`src/rtl/cpf_pkg.sv`:
```
package cpf_pkg;

    // Frame geometry
    localparam logic [7:0] MAX_PAYLOAD     = 8'd239;
    localparam logic [7:0] FRAME_OVERHEAD  = 8'h10;
    localparam logic [7:0] MODULE_OVERHEAD = 8'h06;
    localparam logic [7:0] FRAME_TO_MODULE = FRAME_OVERHEAD - MODULE_OVERHEAD;

    // Sum of the seven prefix bytes
    localparam logic [15:0] MAGIC_SUM = 16'h0041 + 16'h0044 + 16'h0041 + 16'h004d
                                      + 16'h0001 + 16'h0000 + 16'h0001;

    // Configuration register indexes
    localparam logic [1:0] CFG_MODULE_ID = 2'd0;
    localparam logic [1:0] CFG_DIRECTION = 2'd1;
    localparam logic [1:0] CFG_COMMAND   = 2'd2;

    // Byte positions within a frame burst
    localparam logic [3:0] STEP_FIRST      = 4'd0;
    localparam logic [3:0] STEP_FLEN       = 4'd7;
    localparam logic [3:0] STEP_HSUM_LO    = 4'd8;
    localparam logic [3:0] STEP_HSUM_HI    = 4'd9;
    localparam logic [3:0] STEP_MODULE_ID  = 4'd10;
    localparam logic [3:0] STEP_MODULE_LEN = 4'd11;
    localparam logic [3:0] STEP_DIRECTION  = 4'd12;
    localparam logic [3:0] STEP_CMD_DATA   = 4'd13;
    localparam logic [3:0] STEP_SUM_LO     = 4'd14;
    localparam logic [3:0] STEP_SUM_HI     = 4'd15;

    // Work handed from the frame control to the byte emitter
    typedef struct packed {
        logic [7:0]  flen;
        logic [7:0]  byte13;
        logic [15:0] sum;
        logic [3:0]  first_step;
        logic [3:0]  last_step;
    } cpf_desc_t;

    // Header fields taken from configuration
    typedef struct packed {
        logic [7:0] module_id;
        logic [7:0] direction_code;
    } cpf_cfg_t;

    function automatic logic [7:0] magic_byte(input logic [2:0] idx);
        logic [7:0] b;
        unique case (idx)
            3'd0:    b = 8'h41;
            3'd1:    b = 8'h44;
            3'd2:    b = 8'h41;
            3'd3:    b = 8'h4d;
            3'd4:    b = 8'h01;
            3'd5:    b = 8'h00;
            3'd6:    b = 8'h01;
            default: b = 8'h00;
        endcase
        return b;
    endfunction

endpackage

```
`src/rtl/cpf_frame_ctl.sv`:
```
module cpf_frame_ctl
(
    input  logic                clk,
    input  logic                rst_n,
    input  logic                take,
    input  logic                action,
    input  logic [7:0]          payload_byte,
    input  logic [7:0]          payload_length,
    input  logic                cfg_write,
    input  logic [1:0]          cfg_index,
    input  logic [7:0]          cfg_data,
    output logic                desc_load,
    output cpf_pkg::cpf_desc_t  desc,
    output cpf_pkg::cpf_cfg_t   cfg
);

    logic        frame_open_reg,      frame_open_next;
    logic [7:0]  bytes_remaining_reg, bytes_remaining_next;
    logic [15:0] running_sum_reg,     running_sum_next;
    logic [7:0]  current_length_reg,  current_length_next;
    logic [7:0]  module_id_reg;
    logic [7:0]  direction_code_reg;
    logic [7:0]  command_code_reg;

    logic [7:0]  plen_sat;
    logic [7:0]  start_flen;
    logic [7:0]  start_mlen;
    logic [15:0] start_sum;
    logic [7:0]  rem_dec;
    logic [15:0] pay_sum;

    // Clamp the length and build the start-of-frame sums
    always_comb
    begin
        plen_sat   = (payload_length > cpf_pkg::MAX_PAYLOAD) ? cpf_pkg::MAX_PAYLOAD
                                                             : payload_length;
        start_flen = cpf_pkg::FRAME_OVERHEAD + plen_sat;
        start_mlen = cpf_pkg::MODULE_OVERHEAD + plen_sat;
        start_sum  = {8'h00, module_id_reg} + {8'h00, start_mlen}
                   + {8'h00, direction_code_reg} + {8'h00, command_code_reg};
        rem_dec    = (bytes_remaining_reg != 8'd0) ? bytes_remaining_reg - 8'd1 : 8'd0;
        pay_sum    = running_sum_reg + {8'h00, payload_byte};
    end

    // Advance frame state and describe the burst for the emitter
    always_comb
    begin
        frame_open_next      = frame_open_reg;
        bytes_remaining_next = bytes_remaining_reg;
        running_sum_next     = running_sum_reg;
        current_length_next  = current_length_reg;
        desc_load            = 1'b0;
        desc.flen            = cpf_pkg::FRAME_OVERHEAD + current_length_reg;
        desc.byte13          = payload_byte;
        desc.sum             = pay_sum;
        desc.first_step      = cpf_pkg::STEP_CMD_DATA;
        desc.last_step       = cpf_pkg::STEP_CMD_DATA;
        if (take)
        begin
            if (!action)
            begin
                desc_load            = 1'b1;
                current_length_next  = plen_sat;
                running_sum_next     = start_sum;
                frame_open_next      = (plen_sat != 8'd0);
                bytes_remaining_next = plen_sat;
                desc.flen            = start_flen;
                desc.byte13          = command_code_reg;
                desc.sum             = start_sum;
                desc.first_step      = cpf_pkg::STEP_FIRST;
                desc.last_step       = (plen_sat == 8'd0) ? cpf_pkg::STEP_SUM_HI
                                                          : cpf_pkg::STEP_CMD_DATA;
            end
            else if (frame_open_reg)
            begin
                desc_load            = 1'b1;
                running_sum_next     = pay_sum;
                bytes_remaining_next = rem_dec;
                if (rem_dec == 8'd0)
                begin
                    frame_open_next = 1'b0;
                    desc.last_step  = cpf_pkg::STEP_SUM_HI;
                end
            end
        end
    end

    // Hold frame state
    always_ff @(posedge clk or negedge rst_n)
    begin
        if (!rst_n)
        begin
            frame_open_reg      <= 1'b0;
            bytes_remaining_reg <= 8'd0;
            running_sum_reg     <= 16'd0;
            current_length_reg  <= 8'd0;
        end
        else
        begin
            frame_open_reg      <= frame_open_next;
            bytes_remaining_reg <= bytes_remaining_next;
            running_sum_reg     <= running_sum_next;
            current_length_reg  <= current_length_next;
        end
    end

    // Take configuration writes; unknown indexes are dropped
    always_ff @(posedge clk or negedge rst_n)
    begin
        if (!rst_n)
        begin
            module_id_reg      <= 8'd0;
            direction_code_reg <= 8'd0;
            command_code_reg   <= 8'd2;
        end
        else if (cfg_write)
        begin
            unique case (cfg_index)
                cpf_pkg::CFG_MODULE_ID: module_id_reg      <= cfg_data;
                cpf_pkg::CFG_DIRECTION: direction_code_reg <= cfg_data;
                cpf_pkg::CFG_COMMAND:   command_code_reg   <= cfg_data;
                default: ;
            endcase
        end
    end

    assign cfg.module_id      = module_id_reg;
    assign cfg.direction_code = direction_code_reg;

endmodule

```
`src/rtl/cpf_byte_emit.sv`:
```
module cpf_byte_emit
(
    input  logic                clk,
    input  logic                rst_n,
    input  logic                desc_load,
    input  cpf_pkg::cpf_desc_t  desc,
    input  cpf_pkg::cpf_cfg_t   cfg,
    output logic                can_take,
    output logic                out_valid,
    input  logic                out_ready,
    output logic [7:0]          out_byte,
    output logic                last_of_packet,
    output logic [7:0]          frame_length
);

    cpf_pkg::cpf_desc_t desc_reg;
    logic        busy_reg;
    logic [3:0]  step_reg;
    logic        out_valid_reg;
    logic [7:0]  out_byte_reg;
    logic        last_reg;
    logic [7:0]  flen_reg;

    logic        advance;
    logic        emit;
    logic        finishing;
    logic [15:0] hsum;
    logic [7:0]  sel_byte;

    assign advance   = !out_valid_reg || out_ready;
    assign emit      = busy_reg && advance;
    assign finishing = emit && (step_reg == desc_reg.last_step);
    assign can_take  = !busy_reg || finishing;
    assign hsum      = cpf_pkg::MAGIC_SUM + {8'h00, desc_reg.flen};

    // Pick the byte for the current step
    always_comb
    begin
        unique case (step_reg)
            cpf_pkg::STEP_FLEN:       sel_byte = desc_reg.flen;
            cpf_pkg::STEP_HSUM_LO:    sel_byte = hsum[7:0];
            cpf_pkg::STEP_HSUM_HI:    sel_byte = hsum[15:8];
            cpf_pkg::STEP_MODULE_ID:  sel_byte = cfg.module_id;
            cpf_pkg::STEP_MODULE_LEN: sel_byte = desc_reg.flen - cpf_pkg::FRAME_TO_MODULE;
            cpf_pkg::STEP_DIRECTION:  sel_byte = cfg.direction_code;
            cpf_pkg::STEP_CMD_DATA:   sel_byte = desc_reg.byte13;
            cpf_pkg::STEP_SUM_LO:     sel_byte = desc_reg.sum[7:0];
            cpf_pkg::STEP_SUM_HI:     sel_byte = desc_reg.sum[15:8];
            default:                  sel_byte = cpf_pkg::magic_byte(step_reg[2:0]);
        endcase
    end

    // Load a new burst or advance through the current one
    always_ff @(posedge clk or negedge rst_n)
    begin
        if (!rst_n)
        begin
            busy_reg <= 1'b0;
            step_reg <= cpf_pkg::STEP_FIRST;
        end
        else if (desc_load)
        begin
            busy_reg <= 1'b1;
            step_reg <= desc.first_step;
        end
        else if (finishing)
        begin
            busy_reg <= 1'b0;
        end
        else if (emit)
        begin
            step_reg <= step_reg + 4'd1;
        end
    end

    // Hold the burst payload
    always_ff @(posedge clk)
    begin
        if (desc_load)
        begin
            desc_reg <= desc;
        end
    end

    // Output register: fill on emit, drop after transfer
    always_ff @(posedge clk or negedge rst_n)
    begin
        if (!rst_n)
        begin
            out_valid_reg <= 1'b0;
        end
        else if (emit)
        begin
            out_valid_reg <= 1'b1;
        end
        else if (out_ready)
        begin
            out_valid_reg <= 1'b0;
        end
    end

    always_ff @(posedge clk)
    begin
        if (emit)
        begin
            out_byte_reg <= sel_byte;
            last_reg     <= (step_reg == cpf_pkg::STEP_SUM_HI);
            flen_reg     <= desc_reg.flen;
        end
    end

    assign out_valid      = out_valid_reg;
    assign out_byte       = out_byte_reg;
    assign last_of_packet = last_reg;
    assign frame_length   = flen_reg;

endmodule

```
`src/rtl/command_packet_framer_unit.sv`:
```
// Command packet framer. Each input transfer is either a frame start (action 0, with a
// payload length clamped to 239) or a payload byte (action 1); the block returns the
// framed byte stream one byte per output transfer, together with the frame's total
// length and a flag on the final checksum byte. A start yields 14 bytes (16 when the
// length is zero), a payload byte yields one byte (three for the last byte of a frame),
// and a payload byte with no frame open yields nothing. Output is one byte per cycle
// while out_ready holds, set by the single output register: an item is accepted in the
// cycle its predecessor's final byte moves into that register, so payload bytes of an
// open frame flow back to back; a start holds input until its 14 (or 16) bytes are in.
// An item is held in desc_reg, then its first byte in the output register. Configuration
// writes are always accepted and are meant to be made while no frame bytes are pending.
module command_packet_framer_unit
(
    input  logic       clk,
    input  logic       rst_n,
    input  logic       in_valid,
    output logic       in_ready,
    input  logic       action,
    input  logic [7:0] payload_byte,
    input  logic [7:0] payload_length,
    output logic       out_valid,
    input  logic       out_ready,
    output logic [7:0] out_byte,
    output logic       last_of_packet,
    output logic [7:0] frame_length,
    input  logic       cfg_valid,
    output logic       cfg_ready,
    input  logic [1:0] cfg_index,
    input  logic [7:0] cfg_data
);

    cpf_pkg::cpf_desc_t desc;
    cpf_pkg::cpf_cfg_t  cfg;
    logic               desc_load;
    logic               can_take;

    assign in_ready  = can_take;
    assign cfg_ready = 1'b1;

    cpf_frame_ctl u_ctl
    (
        .clk            (clk),
        .rst_n          (rst_n),
        .take           (in_valid && can_take),
        .action         (action),
        .payload_byte   (payload_byte),
        .payload_length (payload_length),
        .cfg_write      (cfg_valid),
        .cfg_index      (cfg_index),
        .cfg_data       (cfg_data),
        .desc_load      (desc_load),
        .desc           (desc),
        .cfg            (cfg)
    );

    cpf_byte_emit u_emit
    (
        .clk            (clk),
        .rst_n          (rst_n),
        .desc_load      (desc_load),
        .desc           (desc),
        .cfg            (cfg),
        .can_take       (can_take),
        .out_valid      (out_valid),
        .out_ready      (out_ready),
        .out_byte       (out_byte),
        .last_of_packet (last_of_packet),
        .frame_length   (frame_length)
    );

endmodule

```
`config.mk`:
```
export PLATFORM = sky130hd
export DESIGN_NAME = command_packet_framer_unit
export DESIGN_NICKNAME = d
export VERILOG_FILES = /design/src/rtl/cpf_pkg.sv /design/src/rtl/cpf_frame_ctl.sv /design/src/rtl/cpf_byte_emit.sv /design/src/rtl/command_packet_framer_unit.sv
export SDC_FILE = /design/constraint.sdc
export NUM_CORES = 1
export LEC_CHECK = 0
export BUFFER_PORTS_ARGS = -buffer_cell sky130_fd_sc_hd__clkbuf_2
export CAP_MARGIN = 30
export CORE_MARGIN = 2
export CORE_UTILIZATION = 55
export DETAILED_ROUTE_END_ITERATION = 8
export GPL_TIMING_DRIVEN = 0
export MAX_ROUTING_LAYER = met4
export PLACE_DENSITY_LB_ADDON = 0.3
export SYNTH_ARGS = -nofsm -noshare
export SYNTH_HDL_FRONTEND = slang
export SYNTH_SLANG_ARGS = --single-unit
```
`constraint.sdc`:
```
create_clock -name clk -period 5.9 [get_ports clk]
set_input_delay 0.295 -clock clk [delete_from_list [all_inputs] [get_ports clk]]
set_output_delay 0.295 -clock clk [all_outputs]
set_load 0.02 [all_outputs]
```
==> impl_metrics.json <==
{
  "critPathMaxFanout": 6,
  "power_w": 0.00437,
  "cts_hold_buf": 0,
  "die_h_um": 117,
  "dieWidth_um": 117,
  "cts_setup_buffers": 0,
  "htreeDepth": 4,
  "drive_above_1_share_pct": 16.1,
  "tightest_slew_ns": 0.928,
  "post-route-drc-count": 0,
  "slew_viol_final": 0,
  "p_leak_nw": 3.51,
  "synthesis.nets": 801,
  "synth_seq_cells": 113,
  "slowest_stage": "fa_1",
  "synthArstFlopShare_pct": 55.8,
  "clk_pin_slew_ns": 0.05,
  "syn_area_um2": 7070,
  "row_count": 41,
  "final.setup.tns_ns": 0,
  "globalplace.congestion": 0.946,
  "period_minus_slack_ns": 4.53,
  "synth_cell_types": 75,
  "crit_required_ns": 6.04,
  "slew_headroom_pct": 37.4,
  "area_growth_pct": 14.9,
  "grt_max_degree": 64,
  "crit_type": "in -> reg",
  "ys_warn_count": 0,
  "cpMostUsedCell": "ha_1",
  "dpl_worst_slack_ns": 1.04,
  "io_pins": 52,
  "finalNetCount": 871,
  "hold_class": "in -> async",
  "grt_setup_unrepaired": "no",
  "firstDrtPassIters": 7,
  "reg2regPathDepth": 14,
  "viasPerCell": 6.10,
  "wl_um": 19400,
  "clock-sinks": 113,
  "synthFlopType": "dfrtp_1",
  "synth-edff-count": 50,
  "cts_tree": "built",
  "power_density_nw_per_um2": 538,
  "hold_slack_ns": 0.0306,
  "rrSetupSlack_ns": 1.85,
  "cts_buffer_depth": 2,
  "vdd_drop_max_v": 0.000269,
  "grt-ovfl-total": 0,
  "core_um2": 12600,
  "max_freq_ghz": 0.221,
  "setup_ws_ns": 1.37,
  "cts_resized": 0,
  "clock_skew_ns": 0.00578,
  "routedWlPerCell_um": 19.9,
  "finalCritPeriodShare_pct": 76.7,
  "grtUsageTotal_pct": 30.0,
  "clockRootBuffer": "clkbuf_16",
  "grt_pass1_wl_um": 31300,
  "grt_pass1_vias": 5825,
  "synth_cells": 722,
  "reg2reg_from": "u_ctl.module_id_reg[1]$_DFFE_PN0P_",
  "dieArea_um2": 13800,
  "slowest_delay_ns": 0.45,
  "r2r_end": "u_emit.desc_reg[17]$_DFFE_PP_",
  "antenna_found_initial": 0,
  "finalSetupViolCount": 0,
  "avgSynthCellArea_um2": 9.80,
  "portBuffers": 49,
  "drt_iter0_drc": 658,
  "detail-route-antenna-nets": 0,
  "hpwlAfterDp_um": 14500,
  "cts_buffers": 17,
  "synth.yosys.seq_area_share_pct": 43.5,
  "cap_viol_max_count": 0,
  "antenna_cells": 0,
  "arrival_ns": 4.67,
  "clock_latency_ns": 0.42,
  "crit_path_start_kind": "input port",
  "status": "completed",
  "path_cells": "clkbuf_2 -> and3_1 -> and2_1 -> nor2_1 -> inv_1 -> ha_1 -> ha_1 -> a21oi_1 -> nor3b_1 -> or3_1 -> xor2_1 -> fa_1 -> inv_1 -> ha_1 -> o21a_1 -> o31a_1 -> or4_1 -> a311oi_1 -> a21oi_1",
  "largest_register_ffs": 33,
  "cp-end-kind": "register",
  "dr_total_vias": 5964,
  "start_util_pct": 56.3,
  "hold_viol": 0
}
final cells by class:
cell class | instances | area [µm²]
Buffer | 30 | 139
Clock buffer | 27 | 536
Clock inverter | 5 | 25.0
Fill cell | 1016 | 4440
Inverter | 55 | 206
Multi-Input combinational cell | 524 | 3650
Sequential cell | 113 | 3080
Tap cell | 172 | 215
Timing Repair Buffer | 51 | 275
cell families after synthesis:
logic type / share of synthesized area [%]
simple gates: 14.4
compound gates: 18.7
flops: 43.5
buf+inv: 4.86
fa+ha+maj: 9.52
xor+xnor: 4.21
mux: 4.69
other cells: 0.0530
worst max-delay path, delay by kind of cell:
kind            cells  cell delay [ns]
simple gates        6             1.61
fa+ha+maj           4             1.14
compound gates      5             1.06
buf+inv             3             0.39
xor+xnor            1             0.19
placed cells by master, fill, tap and decap left out, drive strengths merged, types with 4 or more instances in the layout:
cell type  instances
o31ai              4
edfxtp            50
clkinv             5
a22oi             12
or3                5
o211ai             5
a21oi             45
nor2              40
ha                37
o311ai             4
nor2b              4
a22o               4
o21a               5
nor3              16
xnor2             21
mux2              25
o221a              4
nand4              4
and3               4
fa                10
a221oi             6
xor2              13
inv               55
nand3             11
nand2             93
o41ai              5
buf               15
a21o               8
o21bai             4
dfrtp             62
a31oi             10
clkbuf            93
mux2i              5
o21ai             57
a211oi             6
nand2b             8
nor3b              7
metrics by stage:
step | utilization (%) | instances | cell area [µm²]
after detailed placement | 60.2 | 945 | 7570
after floorplan | - | 722 | 7070
after CTS | 64.7 | 977 | 8130
after global placement | 60.0 | 943 | 7530
final | 64.7 | 977 | 8130
after global routing | 64.7 | 977 | 8130
worst max path at each step:
stage,end,slack (ns),startpoint
after floorplan,u_emit.desc_reg[17]$_DFFE_PP_,1.83,payload_length[6]
after global placement,u_emit.desc_reg[17]$_DFFE_PP_,1.12,payload_length[5]
after detailed placement,u_emit.desc_reg[17]$_DFFE_PP_,1.04,payload_length[5]
after CTS,u_emit.desc_reg[17]$_DFFE_PP_,1.45,payload_length[5]
after global routing,u_emit.desc_reg[17]$_DFFE_PP_,1.25,payload_length[5]
final,u_emit.desc_reg[17]$_DFFE_PP_,1.37,payload_length[5]
layer usage:
layer | track usage [%] | routed length, µm | vias to the layer above
li1 | - | - | 2759
met1 | 38.8 | 8160 | 2863
met2 | 46.3 | 9140 | 292
met3 | 5.45 | 1360 | 50
met4 | 13.6 | 755 | 0
met5 | - | 0 | -
synth_stat cells (13+ instances only):
library cell  number  area [µm²]
dfrtp_1           62        1550
edfxtp_1          50        1500
inv_1             54         203
nand2_1           92         345
xnor2_1           21         184
mux2_2            25         282
xor2_1            13         114
clkbuf_1          17        63.8
ha_1              37         463
nor2_1            39         146
a21oi_1           45         225
nor3_1            16        80.1
o21ai_0           57         285
power breakdown:
part	total [W]	switching [W]	internal [W]	leakage, nW
logic	0.00211	0.00129	0.000813	2.00
registers	0.00131	0.000186	0.00112	1.23
clock network	0.000957	0.000342	0.000616	0.281
total	0.00437	0.00182	0.00255	3.51
Power figures use the tool's default switching activity.
